[src/mctpid_pkg.sv]
// types, codes and constants of the multi-channel tustin pid
package mctpid_pkg;

    localparam int CHANNELS_DEF  = 3;
    localparam int FRAC_BITS_DEF = 16;
    localparam int CH_FIELD_W    = 4;
    localparam int DATA_W        = 32;
    localparam int LIMIT_W       = 31;
    localparam int CFG_IDX_W     = 3;
    localparam int S_TDATA_W     = 40;
    localparam int PROD_W        = 2 * DATA_W;
    localparam int SUM_W         = PROD_W + 3;

    localparam logic signed [DATA_W-1:0] COEF_ERR0_RST = 32'sd3188270;
    localparam logic signed [DATA_W-1:0] COEF_ERR1_RST = -32'sd6304150;
    localparam logic signed [DATA_W-1:0] COEF_ERR2_RST = 32'sd3116300;
    localparam logic signed [DATA_W-1:0] COEF_OUT1_RST = 32'sd103737;
    localparam logic signed [DATA_W-1:0] COEF_OUT2_RST = -32'sd38201;
    localparam logic [LIMIT_W-1:0]       ERR_LIMIT_RST = 31'd11438;

    typedef enum logic [1:0] {
        STATUS_OK     = 2'd0,
        STATUS_BAD_CH = 2'd1,
        STATUS_FAULT  = 2'd2
    } status_t;

    typedef enum logic {
        MODE_STEP  = 1'b0,
        MODE_CLEAR = 1'b1
    } mode_t;

    typedef enum logic [CFG_IDX_W-1:0] {
        CFG_COEF_ERR0 = 3'd0,
        CFG_COEF_ERR1 = 3'd1,
        CFG_COEF_ERR2 = 3'd2,
        CFG_COEF_OUT1 = 3'd3,
        CFG_COEF_OUT2 = 3'd4,
        CFG_ERR_LIMIT = 3'd5
    } cfg_idx_t;

    typedef struct packed {
        logic signed [DATA_W-1:0] coef_err0;
        logic signed [DATA_W-1:0] coef_err1;
        logic signed [DATA_W-1:0] coef_err2;
        logic signed [DATA_W-1:0] coef_out1;
        logic signed [DATA_W-1:0] coef_out2;
        logic [LIMIT_W-1:0]       error_limit;
    } coef_t;

    typedef struct packed {
        logic signed [DATA_W-1:0] err1;
        logic signed [DATA_W-1:0] err2;
        logic signed [DATA_W-1:0] out1;
        logic signed [DATA_W-1:0] out2;
    } hist_t;

    typedef struct packed {
        logic                     en;
        logic                     clr;
        logic [CH_FIELD_W-1:0]    channel;
        logic signed [DATA_W-1:0] err;
        logic signed [DATA_W-1:0] out;
    } hist_wr_t;

    typedef struct packed {
        mode_t                    mode;
        logic [CH_FIELD_W-1:0]    channel;
        logic signed [DATA_W-1:0] error_in;
    } item_t;

    typedef struct packed {
        logic signed [DATA_W-1:0] drive;
        status_t                  status;
    } result_t;

endpackage

[src/mctpid_hist.sv]
// per-channel history of the last two errors and outputs
module mctpid_hist
    import mctpid_pkg::*;
#(
    parameter int CHANNELS = CHANNELS_DEF
) (
    input  logic                  aclk,
    input  logic                  aresetn,
    input  logic [CH_FIELD_W-1:0] rd_channel,
    output hist_t                 hist_rd,
    input  hist_wr_t              hist_wr
);

    localparam int IDX_W = (CHANNELS > 1) ? $clog2(CHANNELS) : 1;

    logic signed [DATA_W-1:0] err1_reg [CHANNELS];
    logic signed [DATA_W-1:0] err2_reg [CHANNELS];
    logic signed [DATA_W-1:0] out1_reg [CHANNELS];
    logic signed [DATA_W-1:0] out2_reg [CHANNELS];

    logic [IDX_W-1:0] rd_idx;
    logic [IDX_W-1:0] wr_idx;
    logic             rd_ok;

    assign rd_idx = rd_channel[IDX_W-1:0];
    assign wr_idx = hist_wr.channel[IDX_W-1:0];
    assign rd_ok  = ({1'b0, rd_channel} < (CH_FIELD_W + 1)'(CHANNELS));

    always_comb begin
        hist_rd = '0;
        if (rd_ok) begin
            hist_rd.err1 = err1_reg[rd_idx];
            hist_rd.err2 = err2_reg[rd_idx];
            hist_rd.out1 = out1_reg[rd_idx];
            hist_rd.out2 = out2_reg[rd_idx];
        end
    end

    always_ff @(posedge aclk) begin
        if (!aresetn) begin
            for (int i = 0; i < CHANNELS; i++) begin
                err1_reg[i] <= '0;
                err2_reg[i] <= '0;
                out1_reg[i] <= '0;
                out2_reg[i] <= '0;
            end
        end else if (hist_wr.en) begin
            if (hist_wr.clr) begin
                err1_reg[wr_idx] <= '0;
                err2_reg[wr_idx] <= '0;
                out1_reg[wr_idx] <= '0;
                out2_reg[wr_idx] <= '0;
            end else begin
                err2_reg[wr_idx] <= err1_reg[wr_idx];
                err1_reg[wr_idx] <= hist_wr.err;
                out2_reg[wr_idx] <= out1_reg[wr_idx];
                out1_reg[wr_idx] <= hist_wr.out;
            end
        end
    end

endmodule

[config.mk]
export PLATFORM = sky130hd
export DESIGN_NAME = mctpid_hist
export DESIGN_NICKNAME = d
export VERILOG_FILES = /design/src/mctpid_pkg.sv /design/src/mctpid_hist.sv
export SDC_FILE = /design/constraint.sdc
export NUM_CORES = 1
export LEC_CHECK = 0
export BUFFER_PORTS_ARGS = -buffer_cell sky130_fd_sc_hd__buf_2
export CELL_PAD_IN_SITES_DETAIL_PLACEMENT = 0
export CELL_PAD_IN_SITES_GLOBAL_PLACEMENT = 1
export CORE_MARGIN = 4
export CORE_UTILIZATION = 54
export CTS_BUF_LIST = sky130_fd_sc_hd__clkbuf_8
export DETAILED_ROUTE_END_ITERATION = 10
export PLACE_DENSITY = 0.87
export SYNTH_ARGS = -nofsm -noshare
export SYNTH_HDL_FRONTEND = slang
export SYNTH_SLANG_ARGS = --single-unit
[constraint.sdc]
create_clock -name aclk -period 29.5 [get_ports aclk]
set_input_delay 4.425 -clock aclk [delete_from_list [all_inputs] [get_ports aclk]]
set_output_delay 4.425 -clock aclk [all_outputs]
set_load 0.05 [all_outputs]
==> results.md <==
- Status: completed
- Non-filler instance count after layout: 2328
- Worst r2r src: out1_reg[1][11]$_SDFFCE_PN0P_
- Final Cell Area: 23300 µm²
- Vias in the first global route: 13800
- Reg-to-reg endpoint: out2_reg[1][11]$_SDFFCE_PN0P_
- Comb pwr share: 9.7%
- TritonRoute pass-1 iters: 5
- Gpl congestion: 0.725
- Worst endpoint required time: 25.08 ns
- Switching share of power: 25.4%
- Share of post-route cells with drive strength above 1: 17.1%
- Synth cell types: 17
- Gates resized, CTS repair: 0
- Hold path start: out1_reg[2][7]$_SDFFCE_PN0P_
- Synth warn: 0
- HP Class: reg -> reg
- Hold_ws: 0.547 ns
- Syn nets: 1717
- Die height: 205 µm
- Minimum clock period: 11.65 ns
- Util after Layout: 61.4%
- Mapped Cells: 1641
- Post-synth top area share: 64.0%
- Cts bufs inserted: 72
- H-Tree Depth: 3
- Final Skew: 0.0135 ns
- Fmax achieved: 85.8 MHz
- Setup TNS: 0 ns
- Final worst setup slack: 17.85 ns
- Placed Instance Area: 22100 µm²
- Vias/cell: 5.78
- Ports: 204
- Clock-pin slew on the worst setup and hold paths: 0.06 ns
- Max Root-Sink Buffers: 3
- Cell taking the most area after synthesis: edfxtp_1
- Avg Inst Size Synth: 12.7 µm²
- First-pass GRT wire length: 74.4 mm
- Initial Util: 55.1%
- P_int: 993 µW
- Commonest non-fill, non-tap cells in the layout: edfxtp_1 (445), a211oi_1 (256), buf_2 (198)
- Crit path kind: in -> out
- Core Region: 37900 µm²
- Hold Fails Final Rpt: 0
- Tcrit/Tclk final: 39.5%
- Total power: 1.33 mW
- Yosys reg bits: 445
- Final Max Tran Viols: 0
- Gr usage total: 22.5%
- Pwr dens: 57.1 nW/µm²
- Cells after DPL: 2205
- Setup crit end kind: output pin
- Row cnt: 71
- P_sw: 337 µW
- RSZ-0062 raised after global routing: false
- Clk pwr share: 34.6%
- Total overflow reported by the global router: 0
- Die ar.: 41900 µm²
- Worst-path fanout max: 173
- Synth top area cells: edfxtp_1 (64%), a211oi_1 (9.2%), and3_1 (5.8%)
- Worst VDD drop: 0.0373 mV
- Reg2Reg Depth: 2
- Sequential power share: 55.8%
- Hold path depth: 1
- ANT nets after route: 0
- Iteration-0 DRC count of the detailed router: 949
- Die Wd: 205 µm
- Post-synthesis sequential area ratio: 64.0%
- Dpl ws: 18.02 ns
- Most common cell after layout, fill and taps aside: edfxtp_1
- Rel. slew slack: 24.5%
- Sink Count: 445
- P_leak: 9.32 nW
- Root Driver: clkbuf_8
- Worst hold endpoint: out2_reg[2][7]$_SDFFCE_PN0P_
- Final nets: 1844
- Flop-to-flop setup slack: 28.59 ns
- Largest net degree at the start of global routing: 174
- Vias: 13500
- DP Wirelength: 23.4 mm
- CTS tree: built
- Setup Fix Bufs, Post-CTS: 0
- DRC viols: 0
- Netlist Area Pre-Place: 20900 µm²
- DR WL/cell: 20.6 µm
- Antenna violations before repair: 5
- WP data arrival: 7.22 ns
- Final-report setup violation count: 0
- Max reg flops: 127
- Port Buf Inserts: 201
- Maxcap violations: 0
- Layout area overhead: 11.4%
- # hold bufs at CTS: 0
- Final WL: 47.9 mm
- Worst-Skew Late Latency: 0.59 ns
- Crit start category: input pin
- Least-Margin Pin Slew: 1.13 ns
[layer usage]
layer  GRT usage, %  share of wire, %  vias up
met4           6.63               2.1        8
met1           30.1                43     6677
met5              0             0.090        -
met2           37.7                48      379
met3           4.70               6.3       88
li1               -                 -     6308
[cell families after synthesis]
group                  count (synthesis)  synth area share (%)
muxes                                 61                  2.92
and+or+nand+nor                      714                  20.6
AOI/OAI and AO/OA                    257                  9.23
buffers and inverters                164                  3.29
DFF                                  445                  64.0
[Yosys cell counts]
| library cell | instances |
|---|---|
| edfxtp_1 | 445 |
| and2_1 | 189 |
| clkbuf_1 | 113 |
| nand2_1 | 7 |
| nand2b_1 | 128 |
| clkbuf_2 | 12 |
| nor2b_1 | 128 |
| o21ai_0 | 1 |
| and3b_1 | 2 |
| buf_4 | 3 |
| and3_1 | 195 |
| mux2i_1 | 61 |
| a211oi_1 | 256 |
| nor2_1 | 63 |
| or2_2 | 1 |
| and2b_1 | 1 |
| buf_2 | 36 |
[area by class of cell]
class / instances / area [µm²]
fillers: 2946 / 14700
diodes: 2 / 5.00
clock inverters: 49 / 220
flip-flops and latches: 445 / 13400
multi-input cells: 1032 / 6900
well taps: 511 / 639
clock buffers: 72 / 991
repair buffers: 217 / 1160
[power groups by stage]
stage / clock [mW] / combinational (mW) / sequential [mW]
after global placement: 0 / 0.128 / 0.752
after detailed placement: 0 / 0.130 / 0.754
final: 0.460 / 0.129 / 0.742
after CTS: 0.470 / 0.130 / 0.741
after floorplan: 0 / 0.0913 / 0.757
after global routing: 0.500 / 0.139 / 0.745
[critical path, cell delays in order]
cell and delay, ns:
buf_8 0.59, buf_4 0.87, a211oi_1 0.16, a211oi_1 0.54, buf_2 0.37
[how the worst max path moves through the flow]
stage	start	endpoint	slack [ns]	cells after the start
6_report	rd_channel[1]	hist_rd[30]	17.85	5
4_1_cts	rd_channel[1]	hist_rd[30]	18.01	5
3_5_place_dp	rd_channel[1]	hist_rd[30]	18.02	5
2_1_floorplan	hist_wr[65]	err1_reg[2][0]$_SDFFCE_PN0P_	14.79	5
5_1_grt	rd_channel[1]	hist_rd[62]	17.71	5
3_3_place_gp	rd_channel[1]	hist_rd[30]	18.04	5
Note: power is estimated with default switching activity, not from simulation.
