$ cat src/mctpid_pkg.sv
// types, codes and constants of the multi-channel tustin pid
package mctpid_pkg;

    localparam int CHANNELS_DEF  = 3;
    localparam int FRAC_BITS_DEF = 16;
    localparam int CH_FIELD_W    = 4;
    localparam int DATA_W        = 32;
    localparam int LIMIT_W       = 31;
    localparam int CFG_IDX_W     = 3;
    localparam int S_TDATA_W     = 40;
    localparam int PROD_W        = 2 * DATA_W;
    localparam int SUM_W         = PROD_W + 3;

    localparam logic signed [DATA_W-1:0] COEF_ERR0_RST = 32'sd3188270;
    localparam logic signed [DATA_W-1:0] COEF_ERR1_RST = -32'sd6304150;
    localparam logic signed [DATA_W-1:0] COEF_ERR2_RST = 32'sd3116300;
    localparam logic signed [DATA_W-1:0] COEF_OUT1_RST = 32'sd103737;
    localparam logic signed [DATA_W-1:0] COEF_OUT2_RST = -32'sd38201;
    localparam logic [LIMIT_W-1:0]       ERR_LIMIT_RST = 31'd11438;

    typedef enum logic [1:0] {
        STATUS_OK     = 2'd0,
        STATUS_BAD_CH = 2'd1,
        STATUS_FAULT  = 2'd2
    } status_t;

    typedef enum logic {
        MODE_STEP  = 1'b0,
        MODE_CLEAR = 1'b1
    } mode_t;

    typedef enum logic [CFG_IDX_W-1:0] {
        CFG_COEF_ERR0 = 3'd0,
        CFG_COEF_ERR1 = 3'd1,
        CFG_COEF_ERR2 = 3'd2,
        CFG_COEF_OUT1 = 3'd3,
        CFG_COEF_OUT2 = 3'd4,
        CFG_ERR_LIMIT = 3'd5
    } cfg_idx_t;

    typedef struct packed {
        logic signed [DATA_W-1:0] coef_err0;
        logic signed [DATA_W-1:0] coef_err1;
        logic signed [DATA_W-1:0] coef_err2;
        logic signed [DATA_W-1:0] coef_out1;
        logic signed [DATA_W-1:0] coef_out2;
        logic [LIMIT_W-1:0]       error_limit;
    } coef_t;

    typedef struct packed {
        logic signed [DATA_W-1:0] err1;
        logic signed [DATA_W-1:0] err2;
        logic signed [DATA_W-1:0] out1;
        logic signed [DATA_W-1:0] out2;
    } hist_t;

    typedef struct packed {
        logic                     en;
        logic                     clr;
        logic [CH_FIELD_W-1:0]    channel;
        logic signed [DATA_W-1:0] err;
        logic signed [DATA_W-1:0] out;
    } hist_wr_t;

    typedef struct packed {
        mode_t                    mode;
        logic [CH_FIELD_W-1:0]    channel;
        logic signed [DATA_W-1:0] error_in;
    } item_t;

    typedef struct packed {
        logic signed [DATA_W-1:0] drive;
        status_t                  status;
    } result_t;

endpackage

$ cat src/mctpid_cfg.sv
// coefficient and limit registers with their write port
module mctpid_cfg
    import mctpid_pkg::*;
(
    input  logic                 aclk,
    input  logic                 aresetn,
    input  logic                 cfg_valid,
    input  logic [CFG_IDX_W-1:0] cfg_index,
    input  logic [DATA_W-1:0]    cfg_data,
    output coef_t                coef
);

    coef_t coef_reg;
    coef_t coef_next;

    always_comb begin
        coef_next = coef_reg;
        if (cfg_valid) begin
            unique case (cfg_idx_t'(cfg_index))
                CFG_COEF_ERR0: coef_next.coef_err0 = $signed(cfg_data);
                CFG_COEF_ERR1: coef_next.coef_err1 = $signed(cfg_data);
                CFG_COEF_ERR2: coef_next.coef_err2 = $signed(cfg_data);
                CFG_COEF_OUT1: coef_next.coef_out1 = $signed(cfg_data);
                CFG_COEF_OUT2: coef_next.coef_out2 = $signed(cfg_data);
                CFG_ERR_LIMIT: coef_next.error_limit = cfg_data[LIMIT_W-1:0];
                default: coef_next = coef_reg;
            endcase
        end
    end

    always_ff @(posedge aclk) begin
        if (!aresetn) begin
            coef_reg.coef_err0   <= COEF_ERR0_RST;
            coef_reg.coef_err1   <= COEF_ERR1_RST;
            coef_reg.coef_err2   <= COEF_ERR2_RST;
            coef_reg.coef_out1   <= COEF_OUT1_RST;
            coef_reg.coef_out2   <= COEF_OUT2_RST;
            coef_reg.error_limit <= ERR_LIMIT_RST;
        end else begin
            coef_reg <= coef_next;
        end
    end

    assign coef = coef_reg;

endmodule

$ cat config.mk
export PLATFORM = sky130hd
export DESIGN_NAME = mctpid_cfg
export DESIGN_NICKNAME = d
export VERILOG_FILES = /design/src/mctpid_pkg.sv /design/src/mctpid_cfg.sv
export SDC_FILE = /design/constraint.sdc
export NUM_CORES = 1
export LEC_CHECK = 0
export BUFFER_PORTS_ARGS = -buffer_cell sky130_fd_sc_hd__buf_2
export CORE_UTILIZATION = 51
export DETAILED_ROUTE_END_ITERATION = 10
export PLACE_DENSITY_LB_ADDON = 0.2
export RECOVER_POWER = 50
export SYNTH_ARGS = -nofsm -noshare
export SYNTH_HDL_FRONTEND = slang
export SYNTH_SLANG_ARGS = --single-unit
$ cat constraint.sdc
create_clock -name aclk -period 1.55 [get_ports aclk]
set_input_delay 0.155 -clock aclk [delete_from_list [all_inputs] [get_ports aclk]]
set_output_delay 0.155 -clock aclk [all_outputs]
set_load 0.02 [all_outputs]
==> reports/summary.txt, run 1 <==
result of the run - completed
Die Footprint - 0.0149 mm2
data required time at the worst endpoint - 1.90 ns
First-pass DRT Iterations - 4
Warnings, synthesis - 0
site row count - 43
cells along the critical path - clkbuf_2, nor4b_1, clkbuf_2, mux2i_1
RSZ-0062 raised after global routing - no
first-pass GRT wire length - 28600 um
total I/O pin count - 229
sequential-to-total area share from yosys stat - 52.0%
capture instance of the worst register-to-register path - coef[137]$_SDFFE_PN1P_
maximum number of pins on one net before global-route repair - 57
reg-to-reg slack, setup - 0.86 ns
count of cell types in the netlist - 14
number of buffer cells added on primary ports - 228
Worst Setup End Kind - flop
Placeable Area - 0.0140 mm2
measured slew at the worst slew-check pin - 1.04 ns
startpoint of the worst setup timing path - cfg_index[1]
skew final - 0 ns
areal power density over the cells - 1090 mW/mm2
post-route fraction of the period consumed by the critical path - 79.8%
all-layer global routing usage - 25.2%
post-route DRC violation count - 0
total of cells resized after clock tree synthesis - 0
critical path start-end classification - input pin to flop
Synth Flop Type - dfxtp_1
Total Neg Setup Slack - 0 ns
DRC marker count from the first detailed-route iteration - 313
maximum capacitance violations - 0
Synth Area per Inst - 10.5 um2
launching element type of the critical path - input pin
Diodes inserted - 0
post-synth top area share - 52.0%
Post-Syn Nets - 741
layout net count - 960
number of enable-type register cells in the synthesized netlist - 0
ys async rst share - 0%
total clock sinks - 191
remaining max-slew budget at the tightest pin - 30.8%
top area cells in the synthesized netlist - dfxtp_1 52%, mux2i_1 26%, nor2b_1 10%
number of filler cells placed in the layout - 1150
RD Place Congestion - 0.820
setup fix buffers added after clock tree synthesis - 0
TritonCTS clock tree - built
synthesis-to-layout area growth - 25.8%
starting density of the core - 52.6%
critical-path cell with the highest stage delay - clkbuf_2
top cells by count, synth - 191 x dfxtp_1, 191 x mux2i_1, 137 x nand2_1, 118 x nor2b_1, 31 x clkbuf_1
vias after detailed routing - 5651
count of state elements after synthesis - 191
cell mode on critical path - clkbuf_2
flip-flop count of the largest register, all copies and words added - 191
clock latency of the later-clocked register in the worst-skew pair - 0.43 ns
arrival time at the worst endpoint - 1.58 ns
number of cells after detailed placement - 1080
pins over their slew limit - 0
routed wire length - 18600 um
Worst Path Max Fanout - 20
top cell type by total area after synthesis - dfxtp_1
maximum root-to-sink buffer count - 2
Critical R2R Launch - coef[137]$_SDFFE_PN1P_
wire length per cell after detailed routing - 16.7 um
worst hold path type - input pin to flop
root buf cell - clkbuf_16
highest achievable clock rate - 0.808 GHz
Hold Buf Count CTS - 3
combined area of all synthesized cells - 0.00736 mm2
number of global-route vias before repair - 5640
post-route non-filler standard cell count - 1114
biggest cell delay along the critical path - 0.66 ns
Worst setup endpoint - coef[168]$_SDFFE_PN1P_
Via density - 5.07
count of final hold-check violations - 0
Detail Placement HPWL - 13100 um
register clock-pin slew on the reported worst setup and hold paths - 0.06 ns
CTS buffer count - 17
total of endpoints with negative setup slack in the final report - 0
maximum level of the CTS H-tree - 4
standby leakage power - 4.54 nW
initial antenna violation count - 1
die outline height - 122 um
Die Wd - 122 um
cell count of the worst reg-to-reg path - 2
worst voltage drop across the vdd grid - 738 uV
count of nets left with antenna violations after detail routing - 0
Tmin final - 1.24 ns
fraction of layout cells with a size suffix above 1 - 29.6%
cells after synthesis - 703
Remaining Overflow, GRT - 0
[critical path: cells and delay by family]
kind / cells / cell delay, ns
buffers and inverters: 2 / 0.81
AND/OR/NAND/NOR: 1 / 0.35
multiplexers: 1 / 0.26
[kinds of logic (layout without fill, tap and decap cells)]
kind of cell / Yosys count / in the layout / synth area share [%]
and+or+nand+nor: 266 / 266 / 18.5
muxes: 191 / 191 / 26.0
DFF: 191 / 191 / 52.0
buffers and inverters: 55 / 286 / 3.52
[cells in the final DEF, fill, tap and decap left out, types with 2 or more instances in the layout]
master         count
buf_12             3
dfxtp_1          191
clkinv_2           2
dlygate4sd3_1      3
nand4bb_1          2
clkinv_4           3
clkbuf_2          11
buf_4              6
buf_2            224
mux2i_1          191
nor4bb_1           3
nand4b_1           2
clkbuf_8           5
nand2_1          137
nor2b_1          118
clkbuf_1           8
clkinvlp_4         2
clkbuf_16         17
[layout make-up]
type                    count  area [um2]  share of cell area [%]
flip-flops and latches    191        3820                    41.3
multi-input cells         457        3280                    35.4
repair buffers            255        1350                    14.6
clock buffers              23         498                    5.38
well taps                 180         225                    2.43
clock inverters             8        81.3                   0.879
[per-layer routing]
metal | vias to the layer above | routed length (um) | track usage, %
li1 | 2751 | - | -
met1 | 2702 | 7750 | 29.2
met2 | 174 | 9280 | 43.6
met3 | 24 | 1180 | 7.26
met4 | 0 | 356 | 9.98
met5 | - | 0 | 0
[how the worst min path moves through the flow]
stage,start,end,slack (ns),cells past startpoint
global placement,cfg_data[3],coef[34]$_SDFFE_PN0P_,0.42,3
global route,cfg_data[11],coef[170]$_SDFFE_PN0P_,0.01,3
CTS,cfg_data[26],coef[153]$_SDFFE_PN1P_,0.006,3
floorplan,cfg_data[3],coef[34]$_SDFFE_PN0P_,0.30,2
finish,cfg_data[10],coef[41]$_SDFFE_PN0P_,0.02,3
detailed placement,cfg_data[3],coef[34]$_SDFFE_PN0P_,0.43,3
[power by group]
group	switching, W	internal [W]	total [W]	leakage [nW]
Clock	0.00182	0.00242	0.00424	0.281
Combinational	0.000502	0.000312	0.000814	2.71
Sequential	0.0000591	0.00502	0.00508	1.55
[metrics by stage]
| stage | instance area [um2] | hold slack [ns] | utilization (%) | setup slack [ns] | power (W) |
|---|---|---|---|---|---|
| finish | 9260 | 0.0168 | 66.2 | 0.313 | 0.0101 |
| detailed placement | 8790 | 0.431 | 62.8 | 0.165 | 0.00602 |
| global route | 9260 | 0.0137 | 66.2 | 0.199 | 0.0105 |
| floorplan | 7360 | 0.297 | - | 0.246 | 0.00571 |
| CTS | 9400 | 0.00599 | 67.2 | 0.403 | 0.0102 |
| global placement | 8790 | 0.424 | 62.8 | 0.209 | 0.00600 |
Power figures use the tool's default switching activity.
==> run 2, diff against run 1 <==
Settings changed: CORE_UTILIZATION 51 to 46.
Clock period 1.55 ns to 1.02 ns, I/O delays scaled along.
==> reports/summary.txt, run 2 (synthesis results as in run 1) <==
result of the run - completed
crit path buf inv count - 1 (-1)
flip-flop count of the largest register, all copies and words added - 191 (unchanged)
routed wire length - 22100 um (+19%)
post-route fraction of the period consumed by the critical path - 99.5%
remaining max-slew budget at the tightest pin - 61.2% (+30 points)
number of buffer cells added on primary ports - 228 (unchanged)
kind of cell with the highest combined delay on the critical path - flip-flops
Diodes inserted - 0 (unchanged)
final-layout worst hold slack - 0.108 ns (+0.0917 ns)
DRC marker count from the first detailed-route iteration - 280 (-11%)
Worst Setup End Kind - primary output
site row count - 45 (+4.7%)
highest achievable clock rate - 0.986 GHz
Tmin final - 1.01 ns
number of cells after detailed placement - 1146 (+6.1%)
count of final hold-check violations - 0 (unchanged)
TritonCTS clock tree - built
cells along the critical path - buf_6
launching element type of the critical path - flop
total I/O pin count - 229 (unchanged)
top library cells by usage in the layout, fill and taps aside - 192 x buf_6, 191 x mux2i_1, 191 x dfxtp_2
critical path start-end classification - flop to primary output
areal power density over the cells - 1350 mW/mm2 (+23%)
worst voltage drop across the vdd grid - 1100 uV (+49%)
maximum number of pins on one net before global-route repair - 47 (-18%)
arrival time at the worst endpoint - 0.91 ns (-0.67 ns)
standby leakage power - 5.37 nW (+18%)
worst hold path type - input pin to flop
Die Wd - 128 um (+5.2%)
maximum root-to-sink buffer count - 2 (unchanged)
die outline height - 128 um (+5.2%)
root buf cell - clkbuf_16
Placeable Area - 0.0154 mm2 (+10%)
initial antenna violation count - 0 (-1)
maximum level of the CTS H-tree - 4 (unchanged)
total of endpoints with negative setup slack in the final report - 0 (unchanged)
measured slew at the worst slew-check pin - 0.582 ns (-0.456 ns)
all-layer global routing usage - 25.0% (-0.22 points)
post-route non-filler standard cell count - 1237 (+11%)
maximum capacitance violations - 0 (unchanged)
Worst Path Max Fanout - 2 (-90%)
most frequent standard cell in the layout excluding fill and tap cells - buf_6
count of nets left with antenna violations after detail routing - 0 (unchanged)
wire length per cell after detailed routing - 17.9 um (+7.4%)
skew final - 0 ns (unchanged)
Detail Placement HPWL - 13400 um (+2.1%)
number of global-route vias before repair - 5973 (+5.9%)
fraction of layout cells with a size suffix above 1 - 51.2% (+22 points)
clock latency of the later-clocked register in the worst-skew pair - 0.43 ns (about the same)
Die Footprint - 0.0165 mm2 (+11%)
Remaining Overflow, GRT - 0 (unchanged)
total clock sinks - 191 (unchanged)
register clock-pin slew on the reported worst setup and hold paths - 0.07 ns (about the same)
pins over their slew limit - 0 (unchanged)
vias after detailed routing - 6102 (+8.0%)
post-route DRC violation count - 0 (unchanged)
data required time at the worst endpoint - 0.92 ns (-0.98 ns)
synthesis-to-layout area growth - 57.0%
biggest cell delay along the critical path - 0.36 ns (-0.30 ns)
First-pass DRT Iterations - 4 (unchanged)
layout net count - 1053 (+9.7%)
RD Place Congestion - 0.771 (-6.0%)
Via density - 4.93 (-2.8%)
starting density of the core - 47.7% (-4.9 points)
first-pass GRT wire length - 31600 um (+11%)
critical-path cell with the highest stage delay - dfxtp_2
Total Neg Setup Slack - 0 ns (unchanged)
CTS buffer count - 17 (unchanged)
RSZ-0062 raised after global routing - yes
Final Power - 0.0155 W (+53%)
==> run 2: repair_timing <==
action | 4_1_cts | 5_1_grt
setup buffers | 4 | 25
setup endpoints to repair | 191 | 131
gates resized for setup | 464 | 109
endpoints found under the hold margin | 89 | 0
pin swaps | 0 | 0
hold buffers | 32 | 0
gates cloned | 0 | 0
==> run 2: stage by stage <==
stage,setup slack [ns],util [%],area [um2]
floorplan,-0.211,-,7410
finish,0.00560,74.9,11600
CTS,-0.00595,72.3,11100
detailed placement,-0.250,59.3,9150
global route,-0.0236,74.9,11600
global placement,-0.233,59.3,9150
==> run 2: final timing paths <==
| kind | slack [ns] | endpoint | from | cells after the start |
|---|---|---|---|---|
| setup / recovery | 0.006 | coef[36] | coef[36]$_SDFFE_PN0P_ | 1 |
| hold reg to reg | 0.46 | coef[178]$_SDFFE_PN0P_ | coef[178]$_SDFFE_PN0P_ | 2 |
| setup reg to reg | 0.16 | coef[117]$_SDFFE_PN0P_ | coef[117]$_SDFFE_PN0P_ | 4 |
| hold / removal | 0.11 | coef[135]$_SDFFE_PN0P_ | aresetn | 4 |
==> run 2: worst reg2reg max path, stage by stage (launching register included) <==
cell     delay (ns)
dfxtp_2        0.32
buf_4          0.12
buf_4          0.12
nand2_1        0.07
mux2i_1        0.08
==> run 2: metal layers <==
layer	track usage, %	vias to the layer above	part of all wire (%)
li1	-	2930	-
met1	28.6	2944	40
met2	42.7	191	51
met3	8.57	37	6.5
met4	10.2	0	2.3
met5	0	-	0
==> run 2: report_power, final <==
group / internal (W) / switching [W]
clock: 0.00323 / 0.00279
sequential: 0.00765 / 0.000129
combinational: 0.000877 / 0.000860
total: 0.0118 / 0.00378
==> run 2: final cells by class <==
cell class,instances,area (um2)
Multi-Input combinational cell,457,3310
Clock inverter,5,35.0
Sequential cell,191,4060
Clock buffer,25,475
Tap cell,211,264
Fill cell,1015,3870
Timing Repair Buffer,348,3410
==> run 3, diff against run 2 <==
Settings changed: CORE_UTILIZATION 46 to 48, CTS_BUF_LIST from default to sky130_fd_sc_hd__clkbuf_4 sky130_fd_sc_hd__clkbuf_8.
==> reports/summary.txt, run 3 (synthesis results as in run 1) <==
die outline height - 126 um (-2.1%)
number of global-route vias before repair - 6624 (+11%)
maximum capacitance violations - 0 (unchanged)
top library cells by usage in the layout, fill and taps aside - 192 x buf_6, 191 x mux2i_1, 189 x dfxtp_2
routed wire length - 23300 um (+5.3%)
worst voltage drop across the vdd grid - 734 uV (-33%)
maximum root-to-sink buffer count - 2 (unchanged)
standby leakage power - 5.48 nW (+2.0%)
post-route fraction of the period consumed by the critical path - 105% (+5.6 points)
most frequent standard cell in the layout excluding fill and tap cells - buf_6
TritonCTS clock tree - built
Worst Path Max Fanout - 2 (unchanged)
register clock-pin slew on the reported worst setup and hold paths - 0.10 ns (+0.03 ns)
remaining max-slew budget at the tightest pin - 63.8% (+2.7 points)
number of filler cells placed in the layout - 857 (-16%)
First-pass DRT Iterations - 4 (unchanged)
least setup slack across all paths after layout - -0.0511 ns (-0.0567 ns)
Via density - 5.11 (+3.5%)
failing checks - setup timing
first-pass GRT wire length - 35200 um (+11%)
count of nets left with antenna violations after detail routing - 0 (unchanged)
post-placement setup slack - -0.274 ns (-0.0241 ns)
root buf cell - clkbuf_8
Tmin final - 1.07 ns (+0.0567 ns)
DRC marker count from the first detailed-route iteration - 335 (+20%)
total clock sinks - 191 (unchanged)
flip-flop and latch area - 0.00406 mm2 (about the same)
Detail Placement HPWL - 14100 um (+5.7%)
highest achievable clock rate - 0.934 GHz (-5.3%)
critical path start-end classification - flop to primary output
Worst Setup End Kind - primary output
total of endpoints with negative setup slack in the final report - 191 (+191)
Die Wd - 126 um (-2.1%)
all-layer global routing usage - 28.8% (+3.8 points)
starting density of the core - 49.9% (+2.2 points)
Remaining Overflow, GRT - 0 (unchanged)
Die Footprint - 0.0158 mm2 (-4.1%)
cells along the critical path - buf_6
Final Power - 0.0142 W (-8.4%)
arrival time at the worst endpoint - 0.97 ns (+0.06 ns)
CTS buffer count - 17 (unchanged)
result of the run - complete, but fails checks
initial antenna violation count - 0 (unchanged)
clock latency of the later-clocked register in the worst-skew pair - 0.47 ns (+0.04 ns)
total I/O pin count - 229 (unchanged)
post-route DRC violation count - 0 (unchanged)
wire length per cell after detailed routing - 18.8 um (+4.8%)
fraction of layout cells with a size suffix above 1 - 53.5% (+2.3 points)
Placeable Area - 0.0148 mm2 (-4.4%)
areal power density over the cells - 1220 mW/mm2 (-9.1%)
flip-flop count of the largest register, all copies and words added - 191 (unchanged)
skew final - 0 ns (unchanged)
count of final hold-check violations - 0 (unchanged)
data required time at the worst endpoint - 0.92 ns (about the same)
measured slew at the worst slew-check pin - 0.542 ns (-0.0400 ns)
maximum number of pins on one net before global-route repair - 41 (-13%)
worst hold path type - input pin to flop
Diodes inserted - 0 (unchanged)
maximum level of the CTS H-tree - 4 (unchanged)
vias after detailed routing - 6341 (+3.9%)
launching element type of the critical path - flop
synthesis-to-layout area growth - 58.2%
site row count - 44 (-2.2%)
pins over their slew limit - 0 (unchanged)
RSZ-0062 raised after global routing - yes
biggest cell delay along the critical path - 0.37 ns (about the same)
layout net count - 1083 (+2.8%)
number of buffer cells added on primary ports - 228 (unchanged)
critical-path cell with the highest stage delay - dfxtp_1
total area of multi-input combinational cells - 0.00332 mm2 (+0.26%)
kind of cell with the highest combined delay on the critical path - flip-flops
crit path buf inv count - 1 (unchanged)
RD Place Congestion - 0.810 (+5.0%)
## run 3: cell types whose count changed in the layout (fill, tap and decap cells not counted), sizes merged
cell / delta
clkinv: +2
buf: +36
clkbuf: -11
inv: +2
clkinvlp: +3
## run 3: timing repair
item	4_1_cts	5_1_grt
endpoints found under the setup margin	191	191
setup buffers	36	27
hold endpoints to repair	158	0
hold buffers	32	0
gates resized for setup	573	0
gates cloned	0	0
## run 3: report_power, final
group          switching [W]  leakage (nW)  total, W  internal [W]
Clock                0.00276         0.177   0.00465       0.00188
Sequential          0.000134          1.56   0.00778       0.00765
Combinational       0.000885          3.74   0.00181      0.000920
## run 3: final cells by class
type / count / share of cell area (%)
clock buffer: 20 / 2.37
multi-input combinational: 457 / 28.5
tap: 184 / 1.98
clock inverter: 12 / 0.731
sequential: 191 / 34.9
timing repair buffer: 378 / 31.5
## run 3: worst paths after layout
path,endpoint,startpoint,slack (ns),cells after the start
hold / removal,coef[74]$_SDFFE_PN0P_,aresetn,0.07,4
hold reg to reg,coef[19]$_SDFFE_PN0P_,coef[19]$_SDFFE_PN0P_,0.47,2
setup / recovery,coef[64],coef[64]$_SDFFE_PN0P_,-0.05,1
setup reg to reg,coef[112]$_SDFFE_PN1P_,coef[112]$_SDFFE_PN1P_,0.08,4
## run 3: metrics by stage
step	setup TNS [ns]	cells	hold slack, ns	utilization [%]	cell area, um2
2_1_floorplan	-3.60	703	0.244	-	7410
3_3_place_gp	-25.98	1115	0.360	61.8	9110
3_5_place_dp	-29.28	1115	0.395	61.8	9110
4_1_cts	-7.17	1215	0.0415	77.9	11500
5_1_grt	-11.33	1242	0.0500	78.9	11600
6_report	-3.87	1242	0.0707	78.9	11600
## run 3: layer usage
layer / global-route usage [%] / routed length (um) / vias up
li1: - / - / 2999
met1: 31.6 / 9550 / 3066
met2: 52.5 / 11800 / 221
met3: 7.48 / 1220 / 55
met4: 12.5 / 773 / 0
met5: 0 / 0 / -
